`src/rtl/plc_pkg.sv`:
```
package plc_pkg;

   // list store geometry
   localparam int CAPACITY   = 128;
   localparam int GROUP      = 8;
   localparam int NUM_GROUPS = (CAPACITY + GROUP - 1) / GROUP;
   localparam int GIDX_W     = $clog2(GROUP);
   localparam int IDX_W      = $clog2(CAPACITY);
   localparam int CNT_W      = $clog2(CAPACITY + 1);

   // field widths
   localparam int DATA_W   = 32;
   localparam int POS_W    = 8;
   localparam int OP_W     = 2;
   localparam int STS_W    = 2;
   localparam int LIMIT_W  = 8;
   localparam int CMP_W    = ((CNT_W > POS_W) ? CNT_W : POS_W) + 1;

   localparam logic [LIMIT_W-1:0] LIMIT_RESET = LIMIT_W'(128);

   // opcodes
   localparam logic [OP_W-1:0] OP_GET    = 2'd0;
   localparam logic [OP_W-1:0] OP_LOCATE = 2'd1;
   localparam logic [OP_W-1:0] OP_INSERT = 2'd2;
   localparam logic [OP_W-1:0] OP_DELETE = 2'd3;

   // status codes
   localparam logic [STS_W-1:0] STS_OK        = 2'd0;
   localparam logic [STS_W-1:0] STS_OVERFLOW  = 2'd1;
   localparam logic [STS_W-1:0] STS_BAD_POS   = 2'd2;
   localparam logic [STS_W-1:0] STS_UNDERFLOW = 2'd3;

   typedef enum logic [1:0] {
      ST_IDLE,
      ST_CELL,
      ST_MERGE
   } plc_state_type;

   // command broadcast along the cell row
   typedef struct packed {
      logic              shift_up;
      logic              shift_down;
      logic [CMP_W-1:0]  position;
      logic [DATA_W-1:0] value;
      logic [CMP_W-1:0]  count;
   } plc_cmd_type;

   // one group's registered summary
   typedef struct packed {
      logic              any_hit;
      logic [GIDX_W-1:0] first_hit;
      logic [DATA_W-1:0] pick;
   } plc_grp_type;

endpackage

```
`src/rtl/plc_group.sv`:
```
module plc_group (
   input  logic                                             clock,
   input  logic [plc_pkg::GROUP-1:0][plc_pkg::DATA_W-1:0]   cell_data,
   input  logic [plc_pkg::GROUP-1:0]                        cell_hit,
   input  logic [plc_pkg::GROUP-1:0]                        cell_sel,
   output plc_pkg::plc_grp_type                             summary
);
   import plc_pkg::*;

   plc_grp_type grp_ff;
   plc_grp_type grp_in;

   // first match wins, selected word is or-ed out
   always_comb begin
      grp_in = '0;
      for (int i = GROUP - 1; i >= 0; i--) begin
         if (cell_hit[i]) begin
            grp_in.any_hit   = 1'b1;
            grp_in.first_hit = GIDX_W'(i);
         end
         if (cell_sel[i]) begin
            grp_in.pick = grp_in.pick | cell_data[i];
         end
      end
   end

   always_ff @(posedge clock) begin
      grp_ff <= grp_in;
   end

   assign summary = grp_ff;

endmodule

```
`config.mk`:
```
export PLATFORM = sky130hd
export DESIGN_NAME = plc_group
export DESIGN_NICKNAME = d
export VERILOG_FILES = /design/src/rtl/plc_pkg.sv /design/src/rtl/plc_group.sv
export SDC_FILE = /design/constraint.sdc
export NUM_CORES = 1
export LEC_CHECK = 0
export ABC_CLOCK_PERIOD_IN_PS = 1240
export BUFFER_PORTS_ARGS = -buffer_cell sky130_fd_sc_hd__buf_2
export CORE_AREA = 2 2 119 121
export DETAILED_ROUTE_END_ITERATION = 10
export DIE_AREA = 0 0 121 123
export GPL_TIMING_DRIVEN = 0
export PLACE_DENSITY_LB_ADDON = 0.05
export SETUP_SLACK_MARGIN = 0.15
export SYNTH_ARGS = -nofsm -noshare
export SYNTH_HDL_FRONTEND = slang
export SYNTH_SLANG_ARGS = --single-unit
```
`constraint.sdc`:
```
create_clock -name clock -period 1.24 [get_ports clock]
set_input_delay 0.124 -clock clock [delete_from_list [all_inputs] [get_ports clock]]
set_output_delay 0.124 -clock clock [all_outputs]
set_load 0.02 [all_outputs]
```
; After elaboration in Yosys (flattened, before gate mapping)
; Cells that the tools add are included.
[classes]
muxes = 15
bitwise = 7
reduce_logical = 3
[ops]
columns = cell, n
row1 = 32-bit two-way mux, 8
row2 = 32-bit OR, 7
row3 = 3-bit two-way mux, 3
row4 = 7-bit OR reduction, 1
row5 = 2-bit two-way mux, 2
row6 = 4-bit two-way mux, 1
row7 = 4-bit OR reduction, 1
row8 = 2-bit OR reduction, 1
row9 = 1-bit two-way mux, 1
[word_totals]
ff_bits = 36
input_bits = 273
output_inout_bits = 36
elab_cells = 30

; Depth between registers and ports, before layout
[depth]
word_depth = 15
depth_mapped = 3
mapped_depth_nobuf = 3

; Least setup slack after synthesis
; OpenSTA, ideal clock, no wires.
[synth_timing]
path_type = input-to-reg
startpoint = input port cell_sel[7] (netlist bit)
endpoint = register grp_ff, in the netlist summary[0]
setup_ns = 0.130
t_arrival_ns = 0.524
required_ns = 1.110
path_slack_ns = 0.586
cell_stages = 3
path_buffers = 1
cell_sequence = buf_2 -> a22oi_1 -> nand4_1
[synth_lines]
columns = element, line
row1 = "start, declared", plc_group.sv:5  ; input logic [plc_pkg::GROUP-1:0] cell_sel,
row2 = "end signal, assigned", plc_group.sv:28  ; grp_ff <= grp_in;
row3 = "end, declared", plc_group.sv:10  ; plc_grp_type grp_ff;

; Worst setup path after layout
[layout_timing]
startpoint = register grp_ff, in the netlist summary[13]
endpoint = output port summary[13] (netlist bit)
[layout_lines]
columns = element, line
row1 = "end, declared", plc_group.sv:6  ; output plc_pkg::plc_grp_type summary
; No word-level cell between the ends.

==> summary.txt <==
Drt
  – Initial DRC Count: 160
  – Vias/cell: around 4.8
  – Drt pass-1 iters: 5
  – Routed len/inst: around 21 um
  – Residual DRC: 0
  – Vias after detailed routing: about 3,500
  – Wirelength, routed: around 16,000 um
  – Post-route ant nets: 0

Final layout
  – Syn-to-layout area delta: 90.60%
  – Max reg flops: 36
  – Non-Filler Instances: ~730
  – Share of cells above drive strength 1: 0.6200
  – Fin nets: between 800 and 900
  – Design area: 4035 um2

Synthesis
  – Library cells used by synthesis: 16
  – Post-Syn Nets: a little over 500
  – Post-synthesis adder-cell area fraction: 0
  – Seq/Total Area, Yosys: 0.3404
  – Post-synthesis mux area share: 0
  – Post-synthesis compound-gate area fraction: 0.4687
  – Combinational family with the most area after synthesis: compound AO/OA/AOI/OAI gates
  – Synth Area in Simple Gates: 0.1164
  – Synth Cell Area: approximately 2100 um2
  – Mean Syn Cell Area: 9.047 um2
  – Cell count after synthesis: about 230
  – YS warnings: 0
  – XOR/XNOR Fraction of Synth Area: 0
  – Flops & latches, synth: 36

Clock network
  – Worst-path clk slew: ~0.06 ns
  – Setup bufs post-CTS: 0
  – CTS tree: built
  – Longest Clk Path Bufs: 2
  – H-tree levels: 2
  – CTS resizes: 0
  – Clk sink count: 36
  – # hold bufs at CTS: 0
  – CTS buffer count: 5
  – Root Buffer: clkbuf_16

Timing
  – Fmax achieved: between 1000 and 1500 MHz
  – Relative slew slack: 0.7363
  – Final Hold Fails: 0
  – Post-layout min period: around 0.92 ns
  – Final Cycle Share: 0.7444
  – Final setup vio count: 0
  – RSZ-0062 raised after global routing: no
  – Setup TNS Final: 0 ns
  – Worst-margin pin slew: ~0.4 ns
  – Final slew viol count: 0

Worst hold path
  – Min-Delay Path Class: in -> reg
  – Min-delay src: cell_hit[1]

Critical path
  – CP delay by family, top: flip-flops
  – Crit end category: output pin
  – Worst Setup Start Kind: register
  – Critical Path AT: 0.80 ns
  – Crit path max fanout: 1
  – Crit path from: summary[13]$_DFF_P_
  – CP Cell Sequence: buf_2
  – Req. time, crit path: around 1.1 ns
  – CP max stage cell: dfxtp_1
  – Crit path kind: reg -> out
  – Buf+Inv Stages, Crit Path: 1
  – Worst path max stage delay: 0.33 ns

Pwr
  – Peak supply drop: 0.4160 mV
  – Leakage power: 0.002029 uW
  – Total power: roughly 3700 uW
  – Pwr per Cell Area: approximately 930 nW/um2

Job
  – Max-Cap Viols: 0

Floorplan
  – Site row count: 43
  – Die Ht: ~120 um
  – Die width: roughly 120 um
  – I/O pin cnt: approximately 310
  – Die area: 14,880 um2
  – Core area: around 14,000 um2
  – Initial Utilization: 0.1555

Run status
  – Status: finished clean

Global routing
  – Largest net degree at the start of global routing: 12
  – Vias in the first global route: roughly 3,600
  – First-pass GRT wire length: roughly 22,000 um
  – Initial antenna violation count: 1
  – Total track usage: 0.2032
  – GRT overflow: 0

Placed design
  – Post-placement cell count: 722
  – GPL Wtd Cong: between 0.7 and 0.8
  – IO buf count: around 300
  – Area of placed instances: 3884 um2
  – Final HPWL DP: 12,280 um
[layout make-up]
class	count	area, um2
multi-input combinational	173	1239
timing repair buffer	308	1541
clock buffer	6	138.9
buffer	24	153.9
clock inverter	2	10.01
tap	180	225.2
sequential	36	720.7
antenna	1	2.502
inverter	1	3.754
fill	1525	9577
[routing by layer]
layer	GRT usage	share of wire	routed length [um]
met5	0	0	0
met2	0.3750	0.51	8030
met3	0.06365	0.091	1427
met4	0.04724	0.012	182
met1	0.2274	0.38	6012
[power breakdown]
group	leakage (uW)	internal (uW)	switching, uW
Clock	0.0000766	794	565
Combinational	0.00166	556	586
Sequential	0.000296	1220	13.9
Total	0.00203	2570	1170
[cell usage after synthesis]
master	number	area, um2
a211oi_1	1	7.510
a21oi_1	2	10.01
a22oi_1	128	960.9
buf_2	18	90.09
buf_4	1	7.510
buf_6	5	56.30
dfxtp_1	36	720.7
inv_1	1	3.750
nand2_1	1	3.750
nand4_1	32	200.2
nor2_1	3	11.26
nor2b_1	2	12.51
nor4_1	1	6.260
nor4_2	1	12.51
o21ai_0	1	5.000
o41ai_1	1	8.760
[worst paths after layout]
path,slack [ns],cells past startpoint,endpoint
setup / recovery,0.32,1,summary[13]
hold / removal,0.03,2,summary[33]$_SDFF_PP0_
[kinds of logic (layout without fill, tap and decap cells)]
kind of cell	after synthesis	count (layout)
compound gates	133	133
flops	36	36
simple gates	40	40
other cells	0	1
buf+inv	25	341
[placed cells by master, fill, tap and decap left out, drive strengths merged]
cell type | synthesis | final
nand4 | 32 | 32
o21ai | 1 | 1
buf | 24 | 332
nand2 | 1 | 1
clkinv | 0 | 2
nor2b | 2 | 2
nor4 | 2 | 2
a21oi | 2 | 2
diode | 0 | 1
a22oi | 128 | 128
o41ai | 1 | 1
nor2 | 3 | 3
clkbuf | 0 | 6
inv | 1 | 1
a211oi | 1 | 1
dfxtp | 36 | 36
[per-stage QoR]
| step | util | hold slack [ns] | worst slack [ns] |
|---|---|---|---|
| 3_5_place_dp | 0.2853 | 0.3450 | 0.2053 |
| 6_report | 0.2964 | 0.03014 | 0.3170 |
| 5_1_grt | 0.2963 | 0.03060 | 0.2631 |
| 3_3_place_gp | 0.2853 | 0.3380 | 0.1831 |
| 2_1_floorplan | - | 0.1968 | 0.5857 |
| 4_1_cts | 0.2963 | 0.02612 | 0.2917 |
No activity file was read; power rests on OpenSTA's default activity.
