### src/rtl/plc_pkg.sv
package plc_pkg;

   // list store geometry
   localparam int CAPACITY   = 128;
   localparam int GROUP      = 8;
   localparam int NUM_GROUPS = (CAPACITY + GROUP - 1) / GROUP;
   localparam int GIDX_W     = $clog2(GROUP);
   localparam int IDX_W      = $clog2(CAPACITY);
   localparam int CNT_W      = $clog2(CAPACITY + 1);

   // field widths
   localparam int DATA_W   = 32;
   localparam int POS_W    = 8;
   localparam int OP_W     = 2;
   localparam int STS_W    = 2;
   localparam int LIMIT_W  = 8;
   localparam int CMP_W    = ((CNT_W > POS_W) ? CNT_W : POS_W) + 1;

   localparam logic [LIMIT_W-1:0] LIMIT_RESET = LIMIT_W'(128);

   // opcodes
   localparam logic [OP_W-1:0] OP_GET    = 2'd0;
   localparam logic [OP_W-1:0] OP_LOCATE = 2'd1;
   localparam logic [OP_W-1:0] OP_INSERT = 2'd2;
   localparam logic [OP_W-1:0] OP_DELETE = 2'd3;

   // status codes
   localparam logic [STS_W-1:0] STS_OK        = 2'd0;
   localparam logic [STS_W-1:0] STS_OVERFLOW  = 2'd1;
   localparam logic [STS_W-1:0] STS_BAD_POS   = 2'd2;
   localparam logic [STS_W-1:0] STS_UNDERFLOW = 2'd3;

   typedef enum logic [1:0] {
      ST_IDLE,
      ST_CELL,
      ST_MERGE
   } plc_state_type;

   // command broadcast along the cell row
   typedef struct packed {
      logic              shift_up;
      logic              shift_down;
      logic [CMP_W-1:0]  position;
      logic [DATA_W-1:0] value;
      logic [CMP_W-1:0]  count;
   } plc_cmd_type;

   // one group's registered summary
   typedef struct packed {
      logic              any_hit;
      logic [GIDX_W-1:0] first_hit;
      logic [DATA_W-1:0] pick;
   } plc_grp_type;

endpackage

### src/rtl/plc_cell.sv
module plc_cell (
   input  logic                        clock,
   input  plc_pkg::plc_cmd_type        cmd,
   input  logic [plc_pkg::IDX_W-1:0]   cell_index,
   input  logic [plc_pkg::DATA_W-1:0]  left_data,
   input  logic [plc_pkg::DATA_W-1:0]  right_data,
   output logic [plc_pkg::DATA_W-1:0]  data,
   output logic                        hit,
   output logic                        sel
);
   import plc_pkg::*;

   logic [DATA_W-1:0] data_ff;
   logic [DATA_W-1:0] data_in;
   logic [CMP_W-1:0]  slot;
   logic              at_or_after;

   // 1-based position of this cell
   assign slot        = CMP_W'(cell_index) + CMP_W'(1);
   assign at_or_after = (slot >= cmd.position);

   // shift in from a neighbour, or take the new word
   always_comb begin
      data_in = data_ff;
      if (cmd.shift_up && at_or_after) begin
         data_in = (slot == cmd.position) ? cmd.value : left_data;
      end else if (cmd.shift_down && at_or_after) begin
         data_in = right_data;
      end
   end

   always_ff @(posedge clock) begin
      data_ff <= data_in;
   end

   // match and select flags for the reduction
   assign data = data_ff;
   assign hit  = (data_ff == cmd.value) && (slot <= cmd.count);
   assign sel  = (slot == cmd.position);

endmodule

### config.mk
export PLATFORM = sky130hd
export DESIGN_NAME = plc_cell
export DESIGN_NICKNAME = d
export VERILOG_FILES = /design/src/rtl/plc_pkg.sv /design/src/rtl/plc_cell.sv
export SDC_FILE = /design/constraint.sdc
export NUM_CORES = 1
export LEC_CHECK = 0
export ABC_AREA = 0
export BUFFER_PORTS_ARGS = -buffer_cell sky130_fd_sc_hd__buf_4
export CORE_MARGIN = 2
export CORE_UTILIZATION = 25
export DETAILED_ROUTE_END_ITERATION = 8
export GPL_TIMING_DRIVEN = 0
export PLACE_DENSITY = 0.48
export SKIP_CTS_REPAIR_TIMING = 1
export SYNTH_ARGS = -nofsm -noshare
export SYNTH_HDL_FRONTEND = slang
export SYNTH_SLANG_ARGS = --single-unit
### constraint.sdc
create_clock -name clock -period 3.6 [get_ports clock]
set_clock_uncertainty 0.05 [all_clocks]
set_input_delay 0.18 -clock clock [delete_from_list [all_inputs] [get_ports clock]]
set_output_delay 0.18 -clock clock [all_outputs]
set_load 0.05 [all_outputs]
After elaboration in Yosys (flattened, before gate mapping) --
Index checks and enable logic that the tools add are counted.
Cells by class: order comparisons 2, $add $sub $neg 1, equal/unequal tests 2, multiplexer cells 3, reduce and logical (&&, ||, !) cells 4
Operators by type and width (count):
- 2-to-1 mux 32 bit | 3
- equality test 32 bit | 1
- equality test 8 x 9 -> 1 bit | 1
- >= comparator 8 x 9 -> 1 bit | 1
- <= comparator 8 x 9 -> 1 bit | 1
- adder 7 x 1 -> 8 bit (second input constant) | 1
- logical AND 1 bit | 3
- nonzero test 2 bit | 1
Word-level totals: bits of input ports 124, output and inout port bits 34, flip-flop bits (word level) 32, word-level logic and storage cells 13

Logic depth before layout (Yosys ltp) --
Gate-level depths: netlist (run 1).
depth in word-level cells 5, depth in mapped cells 10, gate-level depth less buffers 10

Worst setup path after synthesis (run 1) --
Ideal clock, no wire load.
path type in2out, start input port cell_index[0] (netlist bit), end output port hit, data arrival time 2431 ps, required time 3370 ps, stages on the path 10, buffers on the path 0, path slack 939 ps, cell sequence ha_1 > nand3_1 > nor2_1 > xor2_1 > ha_1 > nor4_1 > o21ai_0 > a21oi_1 > nor4_1 > nor3_1
On the way: word-level cells in the longest chain between the ends 3
Ends and longest elaborated chain:
- start: declaration | RTL line plc_cell.sv:4 | input logic [plc_pkg::IDX_W-1:0] cell_index,
- adder 7 x 1 -> 8 bit | RTL line plc_cell.sv:19 | assign slot = CMP_W'(cell_index) + CMP_W'(1);
- <= comparator 8 x 9 -> 1 bit | RTL line plc_cell.sv:38 | assign hit = (data_ff == cmd.value) && (slot <= cmd.count);
- logical AND 1 bit | RTL line plc_cell.sv:38
- end: declaration | RTL line plc_cell.sv:8 | output logic hit,
No other way between the ends.

Worst setup path after layout (run 1) --
start input port cell_index[0] (netlist bit), end register data_ff[2], in the netlist data[2], data pin
On the way: word-level cells in the longest chain between the ends 4, elaborated cells on any way between the ends 6, those cells by class add/sub (1); order compare (1); eq/ne (1); mux (2); reduce/logical (1)
Ends and longest elaborated chain:
- adder 7 x 1 -> 8 bit * | RTL line plc_cell.sv:19
- >= comparator 8 x 9 -> 1 bit or equality test 8 x 9 -> 1 bit (tied branches) | RTL line plc_cell.sv:20, plc_cell.sv:26
- logical AND 1 bit or 2-to-1 mux 32 bit (tied branches) | RTL line plc_cell.sv:25, plc_cell.sv:26
- 2-to-1 mux 32 bit * | RTL line plc_cell.sv:25 | if (cmd.shift_up && at_or_after) begin
- named net data_in[2] | RTL line plc_cell.sv:14 | logic [DATA_W-1:0] data_in;
- end signal: assignment | RTL line plc_cell.sv:33 | data_ff <= data_in;
- end: declaration | RTL line plc_cell.sv:13 | logic [DATA_W-1:0] data_ff;
The timed path passes the listed nets; every way through them passes the cells marked *. A chain may end at the register's enable or synchronous reset.

==> metrics.yaml, run 1 <==
synth_simple_gate_area_share_pct: 7.360
most-common-layout-cells: "buf_4, xor2_1, mux2_2"
worst-setup-path-type: "in -> reg"
status: "completed"
yosysTopAreaCell: "edfxtp_1"
final_common_cell: "buf_4"
cp_slowest_stage_delay_ns: 0.39
synthMuxAreaShare_pct: 30.26
hpwl_um: 6929
cp_max_fo: 10
die_w_um: 109.0
n_fill_cell: 1080
ys.flop_type: "edfxtp_1"
tritoncts: "built"
nNetsFinal: 523
cap_violations: 0
grt_overflow_total: 0
drt_first_iter_violations: 54
synth_top_family_by_area: "multiplexers"
top_layer_used: "met4"
antenna_found_initial: 0
seq_area_frac_synth_pct: 34.89
synth_fp_nets: 359
cts-root-buf: "clkbuf_8"
power_mw: 1.142
met3WireLength_um: 1011
final-seq-area_um2: 960.9
wl_per_cell_um: 16.13
crit_chain: "buf_4 -> ha_1 -> nand3_1 -> nor2_1 -> xor2_1 -> ha_1 -> nand4b_1 -> nor3_4 -> buf_4 -> mux2_2 -> mux2_4"
synthCells: 218
h-tree-depth: 2
synth_area_per_cell_um2: 12.63
drt_first_pass_iters: 4
cts_made_buffers: 5
dieArea_um2: 11870
startpoint: "cell_index[0]"
path_clk_slew_ns: 0.08
finalCritPeriodShare_pct: 76.92
hold-worst-slack_ns: 0.1358
ir_drop_mv: 0.1348
synthArstFlopShare_pct: 0
timing.setup.tns_ns: 0
clkSinkCount: 32
end_kind: "register"
syn_area_um2: 2754
grt_max_degree: 33
die_height_um: 109.0
cp-start-kind: "input pin"
drv_slew: 0
core_um2: 10790
ant_nets: 0
hold_class: "in -> reg"
largest_reg_flops: 32
initial_core_util_pct: 25.52
synth-compound-area-share_pct: 4.044
setup_violations: 0
period_minus_slack_ns: 2.769
synthTopCellsByArea: "edfxtp_1, mux2_4, mux2_2, xor2_1, ha_1"
drive_gt1_share_pct: 62.83
yosysWarnings: 0
synth_xor_area_share_pct: 11.77
wl_met2_um: 4033
drt-vias-per-instance: 4.375
path_delay_family: "simple AND/OR/NAND/NOR gates"
gp_congestion: 0.7114
path_depth: 11
grt_pass1_wl_um: 12630
leakage_nw: 1.918
multi_input_area_um2: 1684
drc: 0
finalHoldViolations: 0
rsz0062_at_grt: "no"
synth_edf_count: 32
power_density_nw_per_um2: 272.7
grt.total_usage_pct: 14.26
synth_seq_cells: 32
critPathRequiredTime_ns: 3.58
clockBufferDepth: 2
row_count: 38
cp-endpoint: "data[2]"
slowest_stage: "nor3_4"
area_delta_synth_final_pct: 52.11
synthDistinctLibCells: 28
max_freq_mhz: 361.1
synthAdderAreaFrac_pct: 7.724
grt_pass1_vias: 2501
io_pins: 158
cp.arrival_ns: 2.75
worst_slew_pin_slew_ns: 0.8501
diodes: 0
wl_met1_um: 3318
cp_num_buf_inv: 2
numPortBuffers: 157
routed_wl_um: 8421
slew_headroom_pct: 43.33
vias: 2284
yosysTopAreaCellShare_pct: 34.89
[final cells by class]
class                           instances  area share (%)
Buffer                                  6           1.344
Clock buffer                            5           1.643
Clock inverter                          2          0.2987
Inverter                               14           1.254
Multi-Input combinational cell        166           40.20
Sequential cell                        32           22.94
Tap cell                              140           4.182
Timing Repair Buffer                  157           28.14
[cells by family (layout without fill, tap and decap cells)]
family                   count (synthesis)  count (layout)
XOR/XNOR                                37              37
AO/OA/AOI/OAI                           14              14
multiplexers                            64              64
buffers and inverters                   20             184
AND/OR/NAND/NOR                         34              34
adder cells (fa/ha/maj)                 17              17
flip-flops                              32              32
[how the worst min path moves through the flow]
stage	start	endpoint	cells past startpoint
2_1_floorplan	right_data[10]	data[10]	1
5_1_grt	right_data[19]	data[19]	2
3_5_place_dp	right_data[15]	data[15]	2
6_report	right_data[10]	data[10]	2
4_1_cts	right_data[1]	data[1]	2
3_3_place_gp	right_data[29]	data[29]	2
[report_power, final]
group	switching [mW]	internal [mW]
clock	0.142	0.131
sequential	0.0157	0.441
combinational	0.202	0.210
[cell usage after synthesis, types with 2 or more instances]
master     n
buf_4      3
xnor2_1    2
nand4_1    4
nor4_1    10
buf_6      3
nor3_1     2
mux2_4    30
nor2_1     5
a21o_1     2
nand2_1    4
o21ai_0    3
nand3_1    4
mux2_2    34
xor2_1    35
inv_1     14
ha_1      17
a21oi_1    4
edfxtp_1  32
[through the flow]
| stage | std cells | util (%) | setup slack, ns | cell area [um^2] |
|---|---|---|---|---|
| 2_1_floorplan | 218 | - | 0.9386 | 2754 |
| 4_1_cts | 522 | 38.81 | 0.7804 | 4189 |
| 3_5_place_dp | 515 | 38.06 | 0.4727 | 4108 |
| 6_report | 522 | 38.81 | 0.8309 | 4189 |
| 5_1_grt | 522 | 38.81 | 0.6306 | 4189 |
| 3_3_place_gp | 515 | 38.06 | 0.4902 | 4108 |
[routing by layer]
layer | vias to the layer above | track usage [%]
met5 | - | 0
met4 | 0 | 3.297
met3 | 4 | 6.455
met2 | 105 | 24.71
met1 | 1040 | 15.96
li1 | 1135 | -
Power figures use the tool's default switching activity.
==> inputs of run 2 (changes only) <==
--- a/config.mk
+++ b/config.mk
@@ -11,7 +11,7 @@
 export CORE_UTILIZATION = 25
 export DETAILED_ROUTE_END_ITERATION = 8
 export GPL_TIMING_DRIVEN = 0
-export PLACE_DENSITY = 0.48
+export PLACE_DENSITY = 0.49
 export SKIP_CTS_REPAIR_TIMING = 1
 export SYNTH_ARGS = -nofsm -noshare
 export SYNTH_HDL_FRONTEND = slang
==> constraint.sdc (replaced) <==
create_clock -name clock -period 2.3 [get_ports clock]
set_clock_uncertainty 0.05 [all_clocks]
set_input_delay 0.115 -clock clock [delete_from_list [all_inputs] [get_ports clock]]
set_output_delay 0.115 -clock clock [all_outputs]
set_load 0.05 [all_outputs]
==> run 2 against run 1 <==
  * The run now ends with setup timing left
  * Worst hold slack worse by 0.063 ns
  * Critical path depth grew 2
  * Count of clock-buffer cells in the layout is 1 higher
  * Sequential cell count did not move
  * Sequential power increased by 57%
  * Largest cell class unchanged
==> metrics.yaml, run 2 (synthesis results as in run 1) <==
die_w_um: 109.0  # unchanged
dieArea_um2: 11870  # unchanged
slowest_stage: "ha_1"
crit_chain: "buf_6 -> ha_4 -> nand3_4 -> nor2_4 -> xor2_2 -> ha_1 -> nand4b_1 -> buf_6 -> nor3_4 -> buf_12 -> clkbuf_16 -> mux2_4 -> mux2_4"
cp-start-kind: "input pin"
cts_made_buffers: 5  # unchanged
end_kind: "register"
area_delta_synth_final_pct: 65.92
core_um2: 10790  # unchanged
cp_num_buf_inv: 4  # +2
worst-setup-path-type: "in -> reg"
routed_wl_um: 8971  # +6.5%
vias: 2366  # +3.6%
max_freq_mhz: 426.3
clkSinkCount: 32  # unchanged
nNetsFinal: 532  # +1.7%
most-common-layout-cells: "buf_4, mux2_4, xor2_1"
largest_reg_flops: 32  # unchanged
die_height_um: 109.0  # unchanged
cp.arrival_ns: 2.33  # -0.42 ns
ant_nets: 0  # unchanged
drt-vias-per-instance: 4.447  # +1.6%
finalHoldViolations: 0  # unchanged
hpwl_um: 7052  # +1.8%
grt_pass1_wl_um: 12690  # +0.49%
hold_class: "in -> reg"
h-tree-depth: 2  # unchanged
slew_headroom_pct: 67.76  # +24 points
hold-worst-slack_ns: 0.07316  # -0.06267 ns
violations: "setup timing"
leakage_nw: 2.110  # +10%
cp_max_fo: 8  # -2
ir_drop_mv: 0.2628  # +95%
row_count: 38  # unchanged
final_common_cell: "buf_4"
period_minus_slack_ns: 2.346
min_delay_path_depth: 2  # unchanged
grt_pass1_vias: 2478  # -0.92%
path_clk_slew_ns: 0.08  # about the same
clockBufferDepth: 2  # unchanged
numPortBuffers: 157  # unchanged
post-route-util_pct: 42.34  # +3.5 points
drc: 0  # unchanged
antenna_found_initial: 0  # unchanged
power_mw: 1.955  # +71%
setup_violations: 31  # +31
power_density_nw_per_um2: 427.8  # +57%
drv_slew: 0  # unchanged
diodes: 0  # unchanged
cap_violations: 0  # unchanged
rsz0062_at_grt: "yes"
gp_congestion: 0.7262  # +2.1%
drt_first_iter_violations: 54  # unchanged
status: "finished with violations"
cts-root-buf: "clkbuf_8"
drive_gt1_share_pct: 65.56  # +2.7 points
layoutNonFillerInstCount: 532  # +1.9%
initial_core_util_pct: 25.52  # unchanged
wl_per_cell_um: 16.86  # +4.5%
grt.total_usage_pct: 14.28  # +0.027 points
io_pins: 158  # unchanged
placedCellCount: 515  # unchanged
cp_slowest_stage_delay_ns: 0.31  # -0.08 ns
drt_first_pass_iters: 4  # unchanged
path_depth: 13  # +2
grt_overflow_total: 0  # unchanged
grt_max_degree: 33  # unchanged
tritoncts: "built"
fin_ws_ns: -0.04566  # -0.8765 ns
path_delay_family: "buffers and inverters"
finalCritPeriodShare_pct: 102.0
critPathRequiredTime_ns: 2.28  # -1.30 ns
worst_slew_pin_slew_ns: 0.4836  # -0.3665 ns
-- run 2: cell count changes in the layout (fill, tap and decap cells not counted), moves of 2 or more --
cell	previous run	this run
xor2_1	35	33
nor2_1	5	3
mux2_2	34	4
mux2_4	30	60
xor2_2	0	2
buf_8	0	4
nand3_1	4	2
buf_12	0	3
clkbuf_16	0	2
-- run 2: where the power goes --
group	total [mW]	switching, mW	internal (mW)	leakage, nW
clock	0.555	0.233	0.322	0.0552
sequential	0.717	0.0264	0.691	0.292
combinational	0.683	0.326	0.357	1.76
total	1.95	0.585	1.37	2.11
-- run 2: area by class of cell --
| class | count | area (um^2) |
|---|---|---|
| plain buffers | 6 | 92.59 |
| clock buffers | 6 | 72.57 |
| clock inverters | 2 | 35.03 |
| fillers | 1097 | 6223 |
| inverters | 14 | 52.55 |
| multi-input cells | 166 | 1864 |
| flip-flops and latches | 32 | 960.9 |
| well taps | 140 | 175.2 |
| repair buffers | 166 | 1316 |
-- run 2: routing by layer --
metal | up-vias | track usage (%) | share of wire [%]
met5 | - | 0 | 0
met4 | 0 | 3.022 | 0.51
met3 | 2 | 6.455 | 12
met2 | 108 | 25.02 | 50
met1 | 1103 | 15.89 | 38
li1 | 1153 | - | -
-- run 2: per-stage QoR --
step / setup WS, ns / TNS [ns] / area [um^2]
floorplan: -0.05165 / -1.155 / 2821
global route: -0.1135 / -2.929 / 4569
global placement: -0.5457 / -32.00 / 4175
finish: -0.04566 / -0.6391 / 4569
CTS: -0.2348 / -12.15 / 4283
detailed placement: -0.5451 / -32.21 / 4175
-- run 2: path summary, 6_finish.rpt --
kind | start | to | slack [ns]
worst max-delay path | cell_index[1] | data[21] | -0.05
worst min-delay path | right_data[4] | data[4] | 0.07
==> inputs of run 3 (changes only) <==
==> constraint.sdc (replaced) <==
create_clock -name clock -period 2.3 [get_ports clock]
set_clock_uncertainty 0.05 [all_clocks]
set_input_delay 0.115 -clock clock [delete_from_list [all_inputs] [get_ports clock]]
set_output_delay 0.115 -clock clock [all_outputs]
set_load 0.02 [all_outputs]
==> run 3 against run 2 <==
  * The flow still finishes with violations (setup timing)
  * Maximum frequency down 3.0%
  * Sequential share of layout area about the same
  * Sequential cell count did not move
  * Sequential power about the same
  * Wire length is 0.71% lower
  * Clock power decreased by 23%
  * Core utilization about the same
  * Global-route usage shrank 0.39 points
  * Combinational power is 11% lower
  * Largest power group unchanged
==> metrics.yaml, run 3 (synthesis results as in run 1) <==
vias: 2322  # -1.9%
cap_violations: 0  # unchanged
gp_congestion: 0.7416  # +2.1%
antenna_found_initial: 0  # unchanged
area_delta_synth_final_pct: 66.11
hpwl_um: 6988  # -0.90%
max_freq_mhz: 413.7  # -3.0%
ant_nets: 0  # unchanged
routed_wl_um: 8907  # -0.71%
core_um2: 10790  # unchanged
setup_violations: 31  # unchanged
period_minus_slack_ns: 2.417  # +0.07159 ns
seqPwrFrac_pct: 40.9  # +4.2 points
nNetsFinal: 536  # +0.75%
final_common_cell: "buf_4"
drv_slew: 0  # unchanged
power.switching_uw: 492.1  # -16%
end_kind: "register"
ir_drop_mv: 0.2222  # -15%
violations: "setup timing"
status: "finished with violations"
wl_per_cell_um: 16.62  # -1.5%
row_count: 38  # unchanged
cts_made_buffers: 5  # unchanged
worst-setup-path-type: "in -> reg"
post-route-util_pct: 42.38  # +0.046 points
cp-start-kind: "input pin"
power_mw: 1.755  # -10%
io_pins: 158  # unchanged
worst_slew_pin_slew_ns: 0.5457  # +0.06209 ns
grt_pass1_vias: 2434  # -1.8%
finalHoldViolations: 0  # unchanged
dieArea_um2: 11870  # unchanged
post-place-ws_ns: -0.5251  # +0.02005 ns
critPathRequiredTime_ns: 2.29  # about the same
n_fill_cell: 1057  # -3.6%
numPortBuffers: 157  # unchanged
finalCritPeriodShare_pct: 105.1  # +3.1 points
power_density_nw_per_um2: 383.7  # -10%
initial_core_util_pct: 25.52  # unchanged
pwr-share-comb_pct: 34.6  # -0.4 points
h-tree-depth: 2  # unchanged
grt_overflow_total: 0  # unchanged
diodes: 0  # unchanged
drive_gt1_share_pct: 65.40  # -0.16 points
p_int_mw: 1.263  # -7.7%
slew_headroom_pct: 63.28  # -4.5 points
largest_reg_flops: 32  # unchanged
hold_class: "in -> reg"
clockBufferDepth: 2  # unchanged
cts-root-buf: "clkbuf_8"
clkPwrFrac_pct: 24.5  # -3.9 points
tritoncts: "built"
timing.setup.tns_ns: -3.049  # -2.410 ns
grt_max_degree: 33  # unchanged
drc: 0  # unchanged
netSwitchingFraction_pct: 28.03  # -1.9 points
fin_ws_ns: -0.1172  # -0.07159 ns
drt-vias-per-instance: 4.332  # -2.6%
grt.total_usage_pct: 13.90  # -0.39 points
cp_max_fo: 7  # -1
leakage_nw: 2.113  # +0.17%
drt_first_iter_violations: 98  # +81%
rsz0062_at_grt: "yes"
drt_first_pass_iters: 4  # unchanged
clkSinkCount: 32  # unchanged
die_w_um: 109.0  # unchanged
cp.arrival_ns: 2.41  # +0.08 ns
grt_pass1_wl_um: 12450  # -1.9%
die_height_um: 109.0  # unchanged
path_clk_slew_ns: 0.07  # about the same
most-common-layout-cells: "buf_4, mux2_4, xor2_1"
-- run 3: power by group through the flow --
stage               clock network (mW)  registers (mW)  logic [mW]
floorplan                            0           0.773       0.242
global placement                     0           0.730       0.573
detailed placement                   0           0.731       0.578
CTS                              0.440           0.719       0.580
global route                     0.458           0.723       0.660
finish                           0.430           0.718       0.608
-- run 3: per-stage QoR --
step                      hold WS, ns  instances  instance area [um^2]
final                         0.07745        536                  4574
after global routing          0.06895        536                  4574
after CTS                     0.07066        523                  4262
after detailed placement       0.3692        515                  4182
after global placement         0.3662        515                  4182
after floorplan                0.2829        218                  2828
-- run 3: final timing paths --
| check | from | to | slack (ns) | cells after the start |
|---|---|---|---|---|
| max | cell_index[0] | data[9] | -0.12 | 12 |
| min | right_data[28] | data[28] | 0.08 | 2 |
-- run 3: routing by layer --
metal	up-vias	GRT usage, %	part of all wire [%]
li1	1157	-	-
met1	1054	15.39	39
met2	106	24.36	49
met3	5	6.336	11
met4	0	3.022	0.85
met5	-	0	0
-- run 3: final cells by class --
| class | instances | area (um^2) | area share (%) |
|---|---|---|---|
| buffer | 6 | 88.84 | 1.942 |
| tap | 140 | 175.2 | 3.829 |
| timing repair buffer | 170 | 1343 | 29.35 |
| multi-input combinational | 166 | 1874 | 40.97 |
| clock buffer | 7 | 76.32 | 1.668 |
| sequential | 32 | 960.9 | 21.01 |
| inverter | 14 | 52.55 | 1.149 |
| clock inverter | 1 | 3.754 | 0.08206 |
-- run 3: worst max-delay path, cell delays in order --
cell and delay (ns):
buf_8 0.10, ha_4 0.16, nand3_4 0.07, nor2_4 0.05
xor2_2 0.15, ha_1 0.30, nand4b_1 0.25, nor3_4 0.31
buf_12 0.18, clkbuf_16 0.16, mux2_4 0.29, mux2_4 0.25
